### config.mk
export PLATFORM = sky130hd
export DESIGN_NAME = battery_drain_rate_monitor_core
export DESIGN_NICKNAME = d
export VERILOG_FILES = /design/src/design/bdrm_pkg.sv /design/src/design/bdrm_div.sv /design/src/design/bdrm_datapath.sv /design/src/design/bdrm_ctrl.sv /design/src/design/battery_drain_rate_monitor_core.sv
export SDC_FILE = /design/constraint.sdc
export NUM_CORES = 2
export LEC_CHECK = 0
export ABC_AREA = 1
export BUFFER_PORTS_ARGS = -buffer_cell sky130_fd_sc_hd__buf_2
export CORE_MARGIN = 4
export CORE_UTILIZATION = 57
export DETAILED_ROUTE_END_ITERATION = 6
export PLACE_DENSITY_LB_ADDON = 0.2
export REMOVE_ABC_BUFFERS = 1
export SLEW_MARGIN = 10
export SYNTH_ARGS = -nofsm -noshare
export SYNTH_HDL_FRONTEND = slang
export SYNTH_SLANG_ARGS = --single-unit
### constraint.sdc
create_clock -name clock -period 5.5 [get_ports clock]
set_clock_uncertainty 0.15 [all_clocks]
set_input_delay 0.275 -clock clock [delete_from_list [all_inputs] [get_ports clock]]
set_output_delay 0.275 -clock clock [all_outputs]
set_load 0.005 [all_outputs]
### src/design/bdrm_pkg.sv
// ----------------------------------------------------------------------------
// Battery drain rate monitor package
// Shared widths, constants, codes and the controller/datapath interface types.
// ----------------------------------------------------------------------------
`default_nettype none

package bdrm_pkg;

   // Sizing of the per-channel sample windows.
   localparam int NUM_UNITS = 3;
   localparam int WINDOW    = 10;

   localparam int UNIT_W    = (NUM_UNITS > 1) ? $clog2(NUM_UNITS) : 1;
   localparam int SLOT_W    = $clog2(WINDOW);
   localparam int CNT_W     = $clog2(WINDOW + 1);
   localparam int SUM_W     = CNT_W + 1;
   localparam int MEM_DEPTH = NUM_UNITS * WINDOW;
   localparam int ADDR_W    = $clog2(MEM_DEPTH);

   // Field widths.
   localparam int CHAN_W    = 2;
   localparam int LEVEL_W   = 14;
   localparam int TIME_W    = 32;
   localparam int DRAIN_W   = 24;
   localparam int CSR_IDX_W = 1;
   localparam int CSR_W     = 24;

   localparam logic [LEVEL_W-1:0] LEVEL_MAX = 14'd10000;
   localparam int                 MS_PER_S  = 1000;

   // Register reset values.
   localparam logic [DRAIN_W-1:0] THRESHOLD_RESET = 24'd150;
   localparam logic [LEVEL_W-1:0] CRITICAL_RESET  = 14'd2000;

   // Register indexes.
   localparam logic [CSR_IDX_W-1:0] CSR_DRAIN_THRESHOLD = 1'd0;
   localparam logic [CSR_IDX_W-1:0] CSR_CRITICAL_LEVEL  = 1'd1;

   // Input action and result kind codes.
   localparam logic ACTION_SAMPLE  = 1'b0;
   localparam logic ACTION_TICK    = 1'b1;
   localparam logic KIND_WARNING   = 1'b0;
   localparam logic KIND_SUMMARY   = 1'b1;

   // Which quantity the shared divider is working on.
   localparam logic [1:0] DIV_SEL_DRAIN = 2'd0;
   localparam logic [1:0] DIV_SEL_TTE   = 2'd1;
   localparam logic [1:0] DIV_SEL_TTC   = 2'd2;

   typedef struct packed {
      logic       load;
      logic       unit_first;
      logic       unit_next;
      logic       mem_write;
      logic       mem_read;
      logic       read_newest;
      logic       cap_old;
      logic       cap_new;
      logic       div_start;
      logic       div_take;
      logic [1:0] div_sel;
      logic       emit;
   } ctrl_cmd_type;

   typedef struct packed {
      logic is_tick;
      logic chan_bad;
      logic fill_zero;
      logic drain_trivial;
      logic div_done;
      logic drain_nonzero;
      logic warn;
      logic crit_above;
      logic last_unit;
      logic rsp_free;
   } ctrl_status_type;

endpackage

`default_nettype wire

### src/design/bdrm_div.sv
// ----------------------------------------------------------------------------
// Battery drain rate monitor divider
// Restoring divider that retires one quotient bit per cycle.
// ----------------------------------------------------------------------------
`default_nettype none

module bdrm_div (
   input  wire logic                        clock,
   input  wire logic                        reset,
   input  wire logic                        start,
   input  wire logic [bdrm_pkg::DRAIN_W-1:0] dividend,
   input  wire logic [bdrm_pkg::TIME_W-1:0]  divisor,
   output logic                             busy,
   output logic                             done,
   output logic [bdrm_pkg::DRAIN_W-1:0]     quotient
);
   import bdrm_pkg::*;

   localparam int STEP_W = $clog2(DRAIN_W + 1);

   logic                busy_ff, busy_in;
   logic                done_ff, done_in;
   logic [STEP_W-1:0]   cnt_ff, cnt_in;
   logic [DRAIN_W-1:0]  quo_ff, quo_in;
   logic [TIME_W-1:0]   rem_ff, rem_in;
   logic [TIME_W-1:0]   dvs_ff, dvs_in;
   logic [TIME_W:0]     trial;
   logic                fits;

   assign trial = {rem_ff, quo_ff[DRAIN_W-1]};
   assign fits  = trial >= {1'b0, dvs_ff};

   always_comb begin
      busy_in = busy_ff;
      done_in = 1'b0;
      cnt_in  = cnt_ff;
      quo_in  = quo_ff;
      rem_in  = rem_ff;
      dvs_in  = dvs_ff;
      if (start) begin
         busy_in = 1'b1;
         cnt_in  = STEP_W'(DRAIN_W);
         quo_in  = dividend;
         rem_in  = '0;
         dvs_in  = divisor;
      end else if (busy_ff) begin
         quo_in = {quo_ff[DRAIN_W-2:0], fits};
         rem_in = fits ? TIME_W'(trial - {1'b0, dvs_ff}) : trial[TIME_W-1:0];
         cnt_in = cnt_ff - STEP_W'(1);
         if (cnt_ff == STEP_W'(1)) begin
            busy_in = 1'b0;
            done_in = 1'b1;
         end
      end
   end

   always_ff @(posedge clock) begin
      if (reset) begin
         busy_ff <= 1'b0;
         done_ff <= 1'b0;
         cnt_ff  <= '0;
      end else begin
         busy_ff <= busy_in;
         done_ff <= done_in;
         cnt_ff  <= cnt_in;
      end
      quo_ff <= quo_in;
      rem_ff <= rem_in;
      dvs_ff <= dvs_in;
   end

   assign busy     = busy_ff;
   assign done     = done_ff;
   assign quotient = quo_ff;

endmodule

`default_nettype wire

### src/design/bdrm_datapath.sv
// ----------------------------------------------------------------------------
// Battery drain rate monitor datapath
// Sample windows, window pointers, configuration, divider and result register.
// ----------------------------------------------------------------------------
`default_nettype none

module bdrm_datapath (
   input  wire logic                            clock,
   input  wire logic                            reset,
   input  wire logic                            req_action,
   input  wire logic [bdrm_pkg::CHAN_W-1:0]     req_channel,
   input  wire logic [bdrm_pkg::LEVEL_W-1:0]    req_battery_level,
   input  wire logic [bdrm_pkg::TIME_W-1:0]     req_time_ms,
   input  wire logic                            csr_we,
   input  wire logic [bdrm_pkg::CSR_IDX_W-1:0]  csr_index,
   input  wire logic [bdrm_pkg::CSR_W-1:0]      csr_wdata,
   input  wire bdrm_pkg::ctrl_cmd_type          cmd,
   output bdrm_pkg::ctrl_status_type            status,
   output logic                                 rsp_valid,
   input  wire logic                            rsp_stall,
   output logic                                 rsp_kind,
   output logic [bdrm_pkg::CHAN_W-1:0]          rsp_unit,
   output logic [bdrm_pkg::LEVEL_W-1:0]         rsp_level_now,
   output logic [bdrm_pkg::DRAIN_W-1:0]         rsp_drain_rate,
   output logic [bdrm_pkg::LEVEL_W-1:0]         rsp_secs_to_critical,
   output logic                                 rsp_critical_valid,
   output logic [bdrm_pkg::LEVEL_W-1:0]         rsp_secs_to_empty,
   output logic                                 rsp_empty_valid,
   output logic                                 rsp_last_row
);
   import bdrm_pkg::*;

   // Configuration.
   logic [DRAIN_W-1:0] thr_ff;
   logic [LEVEL_W-1:0] crit_ff;

   // Item under work.
   logic               act_ff, act_in;
   logic               bad_ff, bad_in;
   logic [UNIT_W-1:0]  unit_ff, unit_in;
   logic [LEVEL_W-1:0] lvl_ff, lvl_in;
   logic [TIME_W-1:0]  time_ff, time_in;

   // Window pointers per channel.
   logic [SLOT_W-1:0]  ws_ff   [NUM_UNITS];
   logic [SLOT_W-1:0]  ws_in   [NUM_UNITS];
   logic [CNT_W-1:0]   fill_ff [NUM_UNITS];
   logic [CNT_W-1:0]   fill_in [NUM_UNITS];

   // Window storage: time and level of every sample.
   logic [TIME_W+LEVEL_W-1:0] win_mem [MEM_DEPTH];
   logic [TIME_W+LEVEL_W-1:0] rd_data_ff;

   // Oldest and newest samples, computed quantities.
   logic [LEVEL_W-1:0] l0_ff, l0_in, l1_ff, l1_in;
   logic [TIME_W-1:0]  t0_ff, t0_in, t1_ff, t1_in;
   logic [DRAIN_W-1:0] drain_ff, drain_in;
   logic [LEVEL_W-1:0] tte_ff, tte_in, ttc_ff, ttc_in;

   // Result register.
   logic               rsp_valid_ff;
   logic               rsp_kind_ff;
   logic [CHAN_W-1:0]  rsp_unit_ff;
   logic [LEVEL_W-1:0] rsp_level_ff;
   logic [DRAIN_W-1:0] rsp_drain_ff;
   logic [LEVEL_W-1:0] rsp_ttc_ff, rsp_tte_ff;
   logic               rsp_cv_ff, rsp_ev_ff, rsp_last_ff;

   logic [SLOT_W-1:0]  cur_ws;
   logic [CNT_W-1:0]   cur_fill;
   logic [SUM_W-1:0]   old_sum, new_sum;
   logic [SLOT_W-1:0]  old_slot, new_slot, rd_slot;
   logic [ADDR_W-1:0]  wr_addr, rd_addr;
   logic [LEVEL_W-1:0] lvl_drop, lvl_margin;
   logic               trivial, drain_nz, crit_above, later_any, rsp_free;
   logic               div_start, div_busy, div_done;
   logic [DRAIN_W-1:0] div_dividend, div_quo;
   logic [TIME_W-1:0]  div_divisor;

   assign cur_ws   = ws_ff[unit_ff];
   assign cur_fill = fill_ff[unit_ff];

   // Oldest and newest slots, modulo the window length.
   assign old_sum  = SUM_W'(cur_ws) + SUM_W'(WINDOW) - SUM_W'(cur_fill);
   assign new_sum  = SUM_W'(cur_ws) + SUM_W'(WINDOW) - SUM_W'(1);
   assign old_slot = (old_sum >= SUM_W'(WINDOW)) ? SLOT_W'(old_sum - SUM_W'(WINDOW))
                                                 : SLOT_W'(old_sum);
   assign new_slot = (new_sum >= SUM_W'(WINDOW)) ? SLOT_W'(new_sum - SUM_W'(WINDOW))
                                                 : SLOT_W'(new_sum);
   assign rd_slot  = cmd.read_newest ? new_slot : old_slot;
   assign wr_addr  = ADDR_W'(unit_ff) * ADDR_W'(WINDOW) + ADDR_W'(cur_ws);
   assign rd_addr  = ADDR_W'(unit_ff) * ADDR_W'(WINDOW) + ADDR_W'(rd_slot);

   assign lvl_drop   = l0_ff - l1_ff;
   assign lvl_margin = l1_ff - crit_ff;
   assign trivial    = (cur_fill < CNT_W'(2)) || (t1_ff <= t0_ff) || (l1_ff >= l0_ff);
   assign drain_nz   = drain_ff != '0;
   assign crit_above = l1_ff > crit_ff;
   assign rsp_free   = !rsp_valid_ff || !rsp_stall;

   always_comb begin
      later_any = 1'b0;
      for (int i = 0; i < NUM_UNITS; i++) begin
         if (i > int'(unit_ff) && fill_ff[i] != '0) later_any = 1'b1;
      end
   end

   // Shared divider operand selection.
   always_comb begin
      case (cmd.div_sel)
         DIV_SEL_DRAIN: begin
            div_dividend = DRAIN_W'(lvl_drop) * DRAIN_W'(MS_PER_S);
            div_divisor  = t1_ff - t0_ff;
         end
         DIV_SEL_TTE: begin
            div_dividend = DRAIN_W'(l1_ff);
            div_divisor  = TIME_W'(drain_ff);
         end
         DIV_SEL_TTC: begin
            div_dividend = DRAIN_W'(lvl_margin);
            div_divisor  = TIME_W'(drain_ff);
         end
         default: begin
            div_dividend = '0;
            div_divisor  = TIME_W'(1);
         end
      endcase
   end

   assign div_start = cmd.div_start && !(cmd.div_sel == DIV_SEL_DRAIN && trivial);

   bdrm_div u_div (
      .clock    (clock),
      .reset    (reset),
      .start    (div_start),
      .dividend (div_dividend),
      .divisor  (div_divisor),
      .busy     (div_busy),
      .done     (div_done),
      .quotient (div_quo)
   );

   always_comb begin
      act_in   = act_ff;
      bad_in   = bad_ff;
      unit_in  = unit_ff;
      lvl_in   = lvl_ff;
      time_in  = time_ff;
      l0_in    = l0_ff;
      t0_in    = t0_ff;
      l1_in    = l1_ff;
      t1_in    = t1_ff;
      drain_in = drain_ff;
      tte_in   = tte_ff;
      ttc_in   = ttc_ff;
      ws_in    = ws_ff;
      fill_in  = fill_ff;
      if (cmd.load) begin
         act_in  = req_action;
         bad_in  = int'(req_channel) >= NUM_UNITS;
         unit_in = (int'(req_channel) >= NUM_UNITS) ? '0 : UNIT_W'(req_channel);
         lvl_in  = (req_battery_level > LEVEL_MAX) ? LEVEL_MAX : req_battery_level;
         time_in = req_time_ms;
      end
      if (cmd.unit_first) unit_in = '0;
      if (cmd.unit_next)  unit_in = unit_ff + UNIT_W'(1);
      if (cmd.mem_write) begin
         ws_in[unit_ff] = (CNT_W'(cur_ws) + CNT_W'(1) == CNT_W'(WINDOW))
                          ? '0 : cur_ws + SLOT_W'(1);
         if (cur_fill < CNT_W'(WINDOW)) fill_in[unit_ff] = cur_fill + CNT_W'(1);
      end
      if (cmd.cap_old) begin
         l0_in = rd_data_ff[LEVEL_W-1:0];
         t0_in = rd_data_ff[TIME_W+LEVEL_W-1:LEVEL_W];
      end
      if (cmd.cap_new) begin
         l1_in = rd_data_ff[LEVEL_W-1:0];
         t1_in = rd_data_ff[TIME_W+LEVEL_W-1:LEVEL_W];
      end
      if (cmd.div_start && cmd.div_sel == DIV_SEL_DRAIN && trivial) drain_in = '0;
      if (cmd.div_take) begin
         case (cmd.div_sel)
            DIV_SEL_DRAIN: drain_in = div_quo;
            DIV_SEL_TTE:   tte_in   = div_quo[LEVEL_W-1:0];
            DIV_SEL_TTC:   ttc_in   = div_quo[LEVEL_W-1:0];
            default:       drain_in = drain_ff;
         endcase
      end
   end

   always_ff @(posedge clock) begin
      if (reset) begin
         thr_ff  <= THRESHOLD_RESET;
         crit_ff <= CRITICAL_RESET;
         for (int i = 0; i < NUM_UNITS; i++) begin
            ws_ff[i]   <= '0;
            fill_ff[i] <= '0;
         end
      end else begin
         if (csr_we && csr_index == CSR_DRAIN_THRESHOLD) thr_ff <= csr_wdata[DRAIN_W-1:0];
         if (csr_we && csr_index == CSR_CRITICAL_LEVEL) crit_ff <= csr_wdata[LEVEL_W-1:0];
         ws_ff   <= ws_in;
         fill_ff <= fill_in;
      end
      act_ff   <= act_in;
      bad_ff   <= bad_in;
      unit_ff  <= unit_in;
      lvl_ff   <= lvl_in;
      time_ff  <= time_in;
      l0_ff    <= l0_in;
      t0_ff    <= t0_in;
      l1_ff    <= l1_in;
      t1_ff    <= t1_in;
      drain_ff <= drain_in;
      tte_ff   <= tte_in;
      ttc_ff   <= ttc_in;
   end

   always_ff @(posedge clock) begin
      if (cmd.mem_write) win_mem[wr_addr] <= {time_ff, lvl_ff};
      if (cmd.mem_read)  rd_data_ff <= win_mem[rd_addr];
   end

   // Result register: a warning carries no time estimates; a summary row marks
   // the last channel that holds samples.
   always_ff @(posedge clock) begin
      if (reset) begin
         rsp_valid_ff <= 1'b0;
      end else if (cmd.emit) begin
         rsp_valid_ff <= 1'b1;
      end else if (!rsp_stall) begin
         rsp_valid_ff <= 1'b0;
      end
      if (cmd.emit) begin
         rsp_unit_ff  <= CHAN_W'(unit_ff);
         rsp_level_ff <= l1_ff;
         rsp_drain_ff <= drain_ff;
         if (act_ff == ACTION_TICK) begin
            rsp_kind_ff <= KIND_SUMMARY;
            rsp_ev_ff   <= drain_nz;
            rsp_tte_ff  <= drain_nz ? tte_ff : '0;
            rsp_cv_ff   <= drain_nz && crit_above;
            rsp_ttc_ff  <= (drain_nz && crit_above) ? ttc_ff : '0;
            rsp_last_ff <= !later_any;
         end else begin
            rsp_kind_ff <= KIND_WARNING;
            rsp_ev_ff   <= 1'b0;
            rsp_tte_ff  <= '0;
            rsp_cv_ff   <= 1'b0;
            rsp_ttc_ff  <= '0;
            rsp_last_ff <= 1'b1;
         end
      end
   end

   assign status.is_tick       = act_ff == ACTION_TICK;
   assign status.chan_bad      = bad_ff;
   assign status.fill_zero     = cur_fill == '0;
   assign status.drain_trivial = trivial;
   assign status.div_done      = div_done;
   assign status.drain_nonzero = drain_nz;
   assign status.warn          = (cur_fill >= CNT_W'(2)) && (drain_ff > thr_ff);
   assign status.crit_above    = crit_above;
   assign status.last_unit     = int'(unit_ff) == NUM_UNITS - 1;
   assign status.rsp_free      = rsp_free;

   assign rsp_valid            = rsp_valid_ff;
   assign rsp_kind             = rsp_kind_ff;
   assign rsp_unit             = rsp_unit_ff;
   assign rsp_level_now        = rsp_level_ff;
   assign rsp_drain_rate       = rsp_drain_ff;
   assign rsp_secs_to_critical = rsp_ttc_ff;
   assign rsp_critical_valid   = rsp_cv_ff;
   assign rsp_secs_to_empty    = rsp_tte_ff;
   assign rsp_empty_valid      = rsp_ev_ff;
   assign rsp_last_row         = rsp_last_ff;

   // The divider is never restarted while it still works on an earlier quotient.
   a_div_idle: assert property (@(posedge clock) disable iff (reset)
      div_start |-> !div_busy)
      else $error("divider started while busy");

   // A waiting result is never overwritten.
   a_no_overwrite: assert property (@(posedge clock) disable iff (reset)
      cmd.emit |-> rsp_free)
      else $error("result register overwritten");

   // A warning is only raised for a nonzero drain rate and always marks the last row.
   a_warn_nonzero: assert property (@(posedge clock) disable iff (reset)
      (rsp_valid_ff && rsp_kind_ff == KIND_WARNING) |-> (rsp_drain_ff != '0 && rsp_last_ff))
      else $error("warning without drain");

   // A time to critical level is only reported alongside a time to empty.
   a_cv_implies_ev: assert property (@(posedge clock) disable iff (reset)
      (rsp_valid_ff && rsp_cv_ff) |-> rsp_ev_ff)
      else $error("critical time without empty time");

   // The fill count of the channel at work never exceeds the window length.
   a_fill_bound: assert property (@(posedge clock) disable iff (reset)
      cmd.mem_write |=> (fill_ff[$past(unit_ff)] <= CNT_W'(WINDOW)))
      else $error("fill count beyond window");

endmodule

`default_nettype wire

### src/design/bdrm_ctrl.sv
// ----------------------------------------------------------------------------
// Battery drain rate monitor controller
// Sequences window writes, window reads, divisions and result emission.
// ----------------------------------------------------------------------------
`default_nettype none

module bdrm_ctrl (
   input  wire logic                       clock,
   input  wire logic                       reset,
   input  wire logic                       req_valid,
   output logic                            req_stall,
   output bdrm_pkg::ctrl_cmd_type          cmd,
   input  wire bdrm_pkg::ctrl_status_type  status
);
   import bdrm_pkg::*;

   localparam logic [3:0] S_IDLE       = 4'd0;
   localparam logic [3:0] S_CHECK      = 4'd1;
   localparam logic [3:0] S_WRITE      = 4'd2;
   localparam logic [3:0] S_SCAN       = 4'd3;
   localparam logic [3:0] S_RD_OLD     = 4'd4;
   localparam logic [3:0] S_RD_NEW     = 4'd5;
   localparam logic [3:0] S_CAP_NEW    = 4'd6;
   localparam logic [3:0] S_PREP       = 4'd7;
   localparam logic [3:0] S_DRAIN_WAIT = 4'd8;
   localparam logic [3:0] S_DECIDE     = 4'd9;
   localparam logic [3:0] S_TTE_WAIT   = 4'd10;
   localparam logic [3:0] S_TTC_START  = 4'd11;
   localparam logic [3:0] S_TTC_WAIT   = 4'd12;
   localparam logic [3:0] S_EMIT       = 4'd13;

   logic [3:0] state_ff, state_in;

   always_comb begin
      state_in = state_ff;
      cmd      = '0;
      case (state_ff)
         S_IDLE: begin
            if (req_valid) begin
               cmd.load = 1'b1;
               state_in = S_CHECK;
            end
         end
         S_CHECK: begin
            if (status.is_tick) begin
               cmd.unit_first = 1'b1;
               state_in       = S_SCAN;
            end else if (status.chan_bad) begin
               state_in = S_IDLE;
            end else begin
               state_in = S_WRITE;
            end
         end
         S_WRITE: begin
            cmd.mem_write = 1'b1;
            state_in      = S_RD_OLD;
         end
         S_SCAN: begin
            if (!status.fill_zero) begin
               state_in = S_RD_OLD;
            end else if (status.last_unit) begin
               state_in = S_IDLE;
            end else begin
               cmd.unit_next = 1'b1;
            end
         end
         S_RD_OLD: begin
            cmd.mem_read = 1'b1;
            state_in     = S_RD_NEW;
         end
         S_RD_NEW: begin
            cmd.cap_old     = 1'b1;
            cmd.mem_read    = 1'b1;
            cmd.read_newest = 1'b1;
            state_in        = S_CAP_NEW;
         end
         S_CAP_NEW: begin
            cmd.cap_new = 1'b1;
            state_in    = S_PREP;
         end
         S_PREP: begin
            cmd.div_start = 1'b1;
            cmd.div_sel   = DIV_SEL_DRAIN;
            state_in      = status.drain_trivial ? S_DECIDE : S_DRAIN_WAIT;
         end
         S_DRAIN_WAIT: begin
            cmd.div_sel = DIV_SEL_DRAIN;
            if (status.div_done) begin
               cmd.div_take = 1'b1;
               state_in     = S_DECIDE;
            end
         end
         S_DECIDE: begin
            if (!status.is_tick) begin
               state_in = status.warn ? S_EMIT : S_IDLE;
            end else if (status.drain_nonzero) begin
               cmd.div_start = 1'b1;
               cmd.div_sel   = DIV_SEL_TTE;
               state_in      = S_TTE_WAIT;
            end else begin
               state_in = S_EMIT;
            end
         end
         S_TTE_WAIT: begin
            cmd.div_sel = DIV_SEL_TTE;
            if (status.div_done) begin
               cmd.div_take = 1'b1;
               state_in     = status.crit_above ? S_TTC_START : S_EMIT;
            end
         end
         S_TTC_START: begin
            cmd.div_start = 1'b1;
            cmd.div_sel   = DIV_SEL_TTC;
            state_in      = S_TTC_WAIT;
         end
         S_TTC_WAIT: begin
            cmd.div_sel = DIV_SEL_TTC;
            if (status.div_done) begin
               cmd.div_take = 1'b1;
               state_in     = S_EMIT;
            end
         end
         S_EMIT: begin
            if (status.rsp_free) begin
               cmd.emit = 1'b1;
               if (!status.is_tick || status.last_unit) begin
                  state_in = S_IDLE;
               end else begin
                  cmd.unit_next = 1'b1;
                  state_in      = S_SCAN;
               end
            end
         end
         default: begin
            state_in = S_IDLE;
         end
      endcase
   end

   always_ff @(posedge clock) begin
      if (reset) begin
         state_ff <= S_IDLE;
      end else begin
         state_ff <= state_in;
      end
   end

   assign req_stall = state_ff != S_IDLE;

endmodule

`default_nettype wire

### src/design/battery_drain_rate_monitor_core.sv
// A warning leaves after its sample is written into the window, the oldest and newest
// entries are read back and one division forms the drain rate; a sample whose drain is
// trivially zero skips the division. A tick takes up to three divisions per channel with
// samples and a scan step per empty channel after the check, and waits out output stalls.
// Items are taken one at a time; the shared serial divider sets the pace.
// Reset (synchronous, active high) empties the windows, restores the registers, drops results.
// ----------------------------------------------------------------------------
// Battery drain rate monitor core
// Per-channel battery level windows with drain rate warnings and summaries.
// ----------------------------------------------------------------------------
`default_nettype none

module battery_drain_rate_monitor_core (
   input  wire logic                            clock,
   input  wire logic                            reset,

   // Input items: battery samples and diagnostic ticks.
   input  wire logic                            req_valid,
   output logic                                 req_stall,
   input  wire logic                            req_action,
   input  wire logic [bdrm_pkg::CHAN_W-1:0]     req_channel,
   input  wire logic [bdrm_pkg::LEVEL_W-1:0]    req_battery_level,
   input  wire logic [bdrm_pkg::TIME_W-1:0]     req_time_ms,

   // Result items: warnings and summary rows.
   output logic                                 rsp_valid,
   input  wire logic                            rsp_stall,
   output logic                                 rsp_kind,
   output logic [bdrm_pkg::CHAN_W-1:0]          rsp_unit,
   output logic [bdrm_pkg::LEVEL_W-1:0]         rsp_level_now,
   output logic [bdrm_pkg::DRAIN_W-1:0]         rsp_drain_rate,
   output logic [bdrm_pkg::LEVEL_W-1:0]         rsp_secs_to_critical,
   output logic                                 rsp_critical_valid,
   output logic [bdrm_pkg::LEVEL_W-1:0]         rsp_secs_to_empty,
   output logic                                 rsp_empty_valid,
   output logic                                 rsp_last_row,

   // Register writes.
   input  wire logic                            csr_we,
   input  wire logic [bdrm_pkg::CSR_IDX_W-1:0]  csr_index,
   input  wire logic [bdrm_pkg::CSR_W-1:0]      csr_wdata
);
   import bdrm_pkg::*;

   // The controller walks each item through its steps. A sample is written
   // into its channel's window, then the oldest and newest entries are read
   // back and the drain rate (level drop times 1000 over the time span) goes
   // through the serial divider. A tick visits the channels in order and, for
   // each one that holds samples, forms the drain rate and, if it is nonzero, the
   // time to empty and, above critical, to critical on that divider; then it emits the row.
   // The result register lets the next item be accepted while the last
   // result of the previous one still waits to be taken.

   ctrl_cmd_type    cmd;
   ctrl_status_type status;

   bdrm_ctrl u_ctrl (
      .clock     (clock),
      .reset     (reset),
      .req_valid (req_valid),
      .req_stall (req_stall),
      .cmd       (cmd),
      .status    (status)
   );

   bdrm_datapath u_datapath (
      .clock                (clock),
      .reset                (reset),
      .req_action           (req_action),
      .req_channel          (req_channel),
      .req_battery_level    (req_battery_level),
      .req_time_ms          (req_time_ms),
      .csr_we               (csr_we),
      .csr_index            (csr_index),
      .csr_wdata            (csr_wdata),
      .cmd                  (cmd),
      .status               (status),
      .rsp_valid            (rsp_valid),
      .rsp_stall            (rsp_stall),
      .rsp_kind             (rsp_kind),
      .rsp_unit             (rsp_unit),
      .rsp_level_now        (rsp_level_now),
      .rsp_drain_rate       (rsp_drain_rate),
      .rsp_secs_to_critical (rsp_secs_to_critical),
      .rsp_critical_valid   (rsp_critical_valid),
      .rsp_secs_to_empty    (rsp_secs_to_empty),
      .rsp_empty_valid      (rsp_empty_valid),
      .rsp_last_row         (rsp_last_row)
   );

endmodule

`default_nettype wire

==> flow_metrics.tcl <==
set metrics [dict create \
    synthAdderAreaFrac_pct 4.00 \
    fillers 10246 \
    rows 138 \
    path_clk_slew_ns 0.06 \
    hold_viol 0 \
    hp-class "input pin to register" \
    cts-root-buf "clkbuf_16" \
    ys_warn_count 0 \
    synth_cells 7078 \
    worst_ep_required_time_ns 5.89 \
    final.setup.tns_ns 0 \
    grt_use_met2_pct 48.8 \
    place_area_mm2 0.0857 \
    viasPerCell 5.93 \
    grt_max_degree 165 \
    path_max_fanout 4 \
    grt.total_usage_pct 29.6 \
    cts-buffers-inserted 184 \
    synth_seq_cells 1854 \
    slew_headroom_pct 26.0 \
    synth_compound_area_share_pct 10.4 \
    top_usage_layer "met2" \
    critPathKind "register to register" \
    synth_top_family_by_area "simple AND/OR/NAND/NOR gates" \
    clk_path_buf_depth 3 \
    rsz0062_at_grt "true" \
    regToRegStartpoint "u_datapath.l0_ff[0]$_DFFE_PP_" \
    drv_cap 0 \
    synth-xor-area-share_pct 0.679 \
    core_mm2 0.141 \
    fin_crit_ns 5.49 \
    multi_input_area_mm2 0.0239 \
    cts.htree.levels 4 \
    ys_top_cells_by_area "edfxtp_1 65%, nand2_1 4.8%, nor2_1 4.2%" \
    area_growth_pct 15.8 \
    status "finished, final reports clean" \
    critPathTopFamily "adder cells" \
    drc_errors 0 \
    async_reset_ff_share_pct 0 \
    yosysSeqAreaShare_pct 67.4 \
    grtUsageMet3_pct 4.69 \
    yosys-mux-area-fraction_pct 0.278 \
    clkLatencyLatePin_ns 0.82 \
    arrival_ns 5.88 \
    nets 7780 \
    die_w_um 385 \
    avgSynthCellArea_um2 11.5 \
    drive_gt1_share_pct 12.0 \
    initial_core_util_pct 57.3 \
    cts.sink_count 1854 \
    path_buf_inv 7 \
    via_count 56406 \
    ff2ff_setup_slack_ns 0.01 \
    ys.flop_type "edfxtp_1" \
    overflow 0 \
    endpoint "u_datapath.u_div.quotient[23]$_DFFE_PP_" \
    wl_per_cell_um 23.5 \
    routed_wirelength_um 224000 \
    timing.fmax_ghz 0.182 \
    dieArea_mm2 0.148 \
    finalSetupViolCount 0 \
    synthesis.area_mm2 0.0811 \
    grt_use_met1_pct 40.0 \
    crit_start "u_datapath.l0_ff[0]$_DFFE_PP_" \
    final-max-slew-violation-count 0 \
    synthSimpleGateAreaFrac_pct 12.9 \
    synth_edf_count 1748 \
    first_iter_violations 6902 \
    grt_pass1_wl_um 330000 \
    fin_area_mm2 0.0938 \
    cts_tree "yes" \
    crit_path_top_delay_cell "fa_1" \
    layout.area.seq_mm2 0.0546 \
    netlist.area_leader.share_pct 64.8 \
    max_stage_delay_ns 0.56 \
    port_buffers 152 \
    tightest_slew_ns 1.11 \
    ios 153 \
    crit_cells 29 \
    synth.top_cells.by_count "1748 x edfxtp_1, 1046 x nand2_1, 902 x nor2_1" \
    gp_congestion 0.910 \
    yosys.area.top_type "edfxtp_1" \
    antenna_found_initial 8 \
    hpwl_um 128000 \
    die_y_um 385 \
    fin_crit_sh_pct 99.8 \
    ys_types 56 \
    r2r_end "u_datapath.u_div.quotient[23]$_DFFE_PP_" \
    rr_worst_depth 29 \
    yosysMostFrequentCell "edfxtp_1" \
    cp-end-kind "register" \
    worstSetupStartpointType "register" \
    drtPass1Iterations 6 \
    drtAntennaViolNets 0 \
    grt_pass1_vias 53342 \
]
-- final cells by class --
type / instances / area share [%]
clock inverter: 90 / 0.913
timing repair buffer: 547 / 5.32
antenna: 1 / 0.00267
clock buffer: 245 / 5.36
inverter: 542 / 2.19
sequential: 1854 / 58.2
tap: 1890 / 2.52
multi-input combinational: 4339 / 25.5
-- state kept, by name (all words and copies together), names as in the netlist, 24 cells and up --
register and flops:
u_datapath.win_mem 1380, u_datapath.rd_data_ff 46, u_datapath.t0_ff 32, u_datapath.t1_ff 32
u_datapath.time_ff 32, u_datapath.u_div.dvs_ff 32, u_datapath.u_div.rem_ff 32, u_datapath.drain_ff 24
u_datapath.rsp_drain_rate 24, u_datapath.thr_ff 24, u_datapath.u_div.quotient 24
-- worst reg2reg max path: cells and delay by family, from the launching register on --
family                     cells  cell delay (ns)
and+or+nand+nor               11             1.08
buffers and inverters          7             0.61
xor gates and xnor gates       1             0.17
DFF                            1             0.37
adders and majority gates      7             2.58
AOI/OAI and AO/OA              3             0.27
-- cells in the final DEF (no fill, tap or decap), types with 13 or more instances in the layout --
master	synthesis	final
or2_2	27	26
nor2_2	6	13
clkinv_2	0	24
buf_4	10	195
inv_1	533	515
dlygate4sd3_1	0	121
o22ai_1	27	27
clkbuf_1	208	48
buf_2	93	152
nor3_1	18	16
nand4_1	20	20
o21ai_0	617	597
nand2_2	3	18
inv_2	7	21
dfxtp_1	106	106
mux2_2	20	20
nand2_1	1046	1023
nand3_1	494	488
nor2_1	902	857
o221ai_1	24	24
xnor2_1	33	27
o21bai_1	14	14
clkbuf_16	0	192
ha_4	0	20
o21ai_1	140	150
a21o_1	21	21
ha_1	189	166
xor2_1	28	18
a21oi_1	325	310
buf_12	0	66
nor2_4	3	41
clkinv_1	2	41
o211ai_1	264	264
fa_1	44	40
edfxtp_1	1748	1748
-- metal layers --
layer	share of wire, %	vias to the layer above
met1	39	27359
met2	48	2693
met5	0.0076	-
met4	4.0	2
li1	-	25858
met3	8.7	494
-- cells by family (layout without fill, tap and decap cells) --
| group | Yosys count | in the layout |
|---|---|---|
| adders and majority gates | 233 | 233 |
| muxes | 20 | 20 |
| other | 0 | 1 |
| DFF | 1854 | 1854 |
| AOI/OAI and AO/OA | 1479 | 1479 |
| and+or+nand+nor | 2545 | 2545 |
| buffers and inverters | 885 | 1424 |
| xor gates and xnor gates | 62 | 62 |
-- repair_timing --
action | in CTS | in global routing
gates resized for setup | 33 | 150
gates cloned | 0 | 2
endpoints found under the setup margin | 16 | 60
hold endpoints to repair | 118 | 0
setup buffers | 5 | 17
hold buffers | 121 | 0
pin swaps | 13 | 69
-- how the worst min path moves through the flow --
| stage | start | to | slack [ns] | depth (start not counted) |
|---|---|---|---|---|
| floorplan | reset | u_ctrl.state_ff[0]$_SDFFE_PP0P_ | 0.19 | 1 |
| finish | req_time_ms[20] | u_datapath.time_ff[20]$_DFFE_PP_ | 0.05 | 2 |
| global placement | u_datapath.rd_data_ff[45]$_DFFE_PP_ | u_datapath.t0_ff[31]$_DFFE_PP_ | 0.28 | 0 |
| CTS | req_time_ms[20] | u_datapath.time_ff[20]$_DFFE_PP_ | 0.003 | 2 |
| detailed placement | u_datapath.rd_data_ff[40]$_DFFE_PP_ | u_datapath.t0_ff[26]$_DFFE_PP_ | 0.28 | 0 |
| global route | req_time_ms[20] | u_datapath.time_ff[20]$_DFFE_PP_ | 0.04 | 2 |
-- through the flow --
step | std cells | worst slack (ns) | hold slack, ns | utilization, %
2_1_floorplan | 6735 | -7.33 | 0.194 | -
3_3_place_gp | 9029 | -0.241 | 0.278 | 60.6
3_5_place_dp | 9029 | -0.331 | 0.285 | 60.6
4_1_cts | 9490 | -0.0140 | 0.00258 | 65.8
5_1_grt | 9507 | -0.199 | 0.0396 | 66.4
6_report | 9508 | 0.0105 | 0.0506 | 66.4
Power is left out: the tool's default activity adds up to more than one toggle a clock period on the data nets, which glitch-free logic cannot reach.
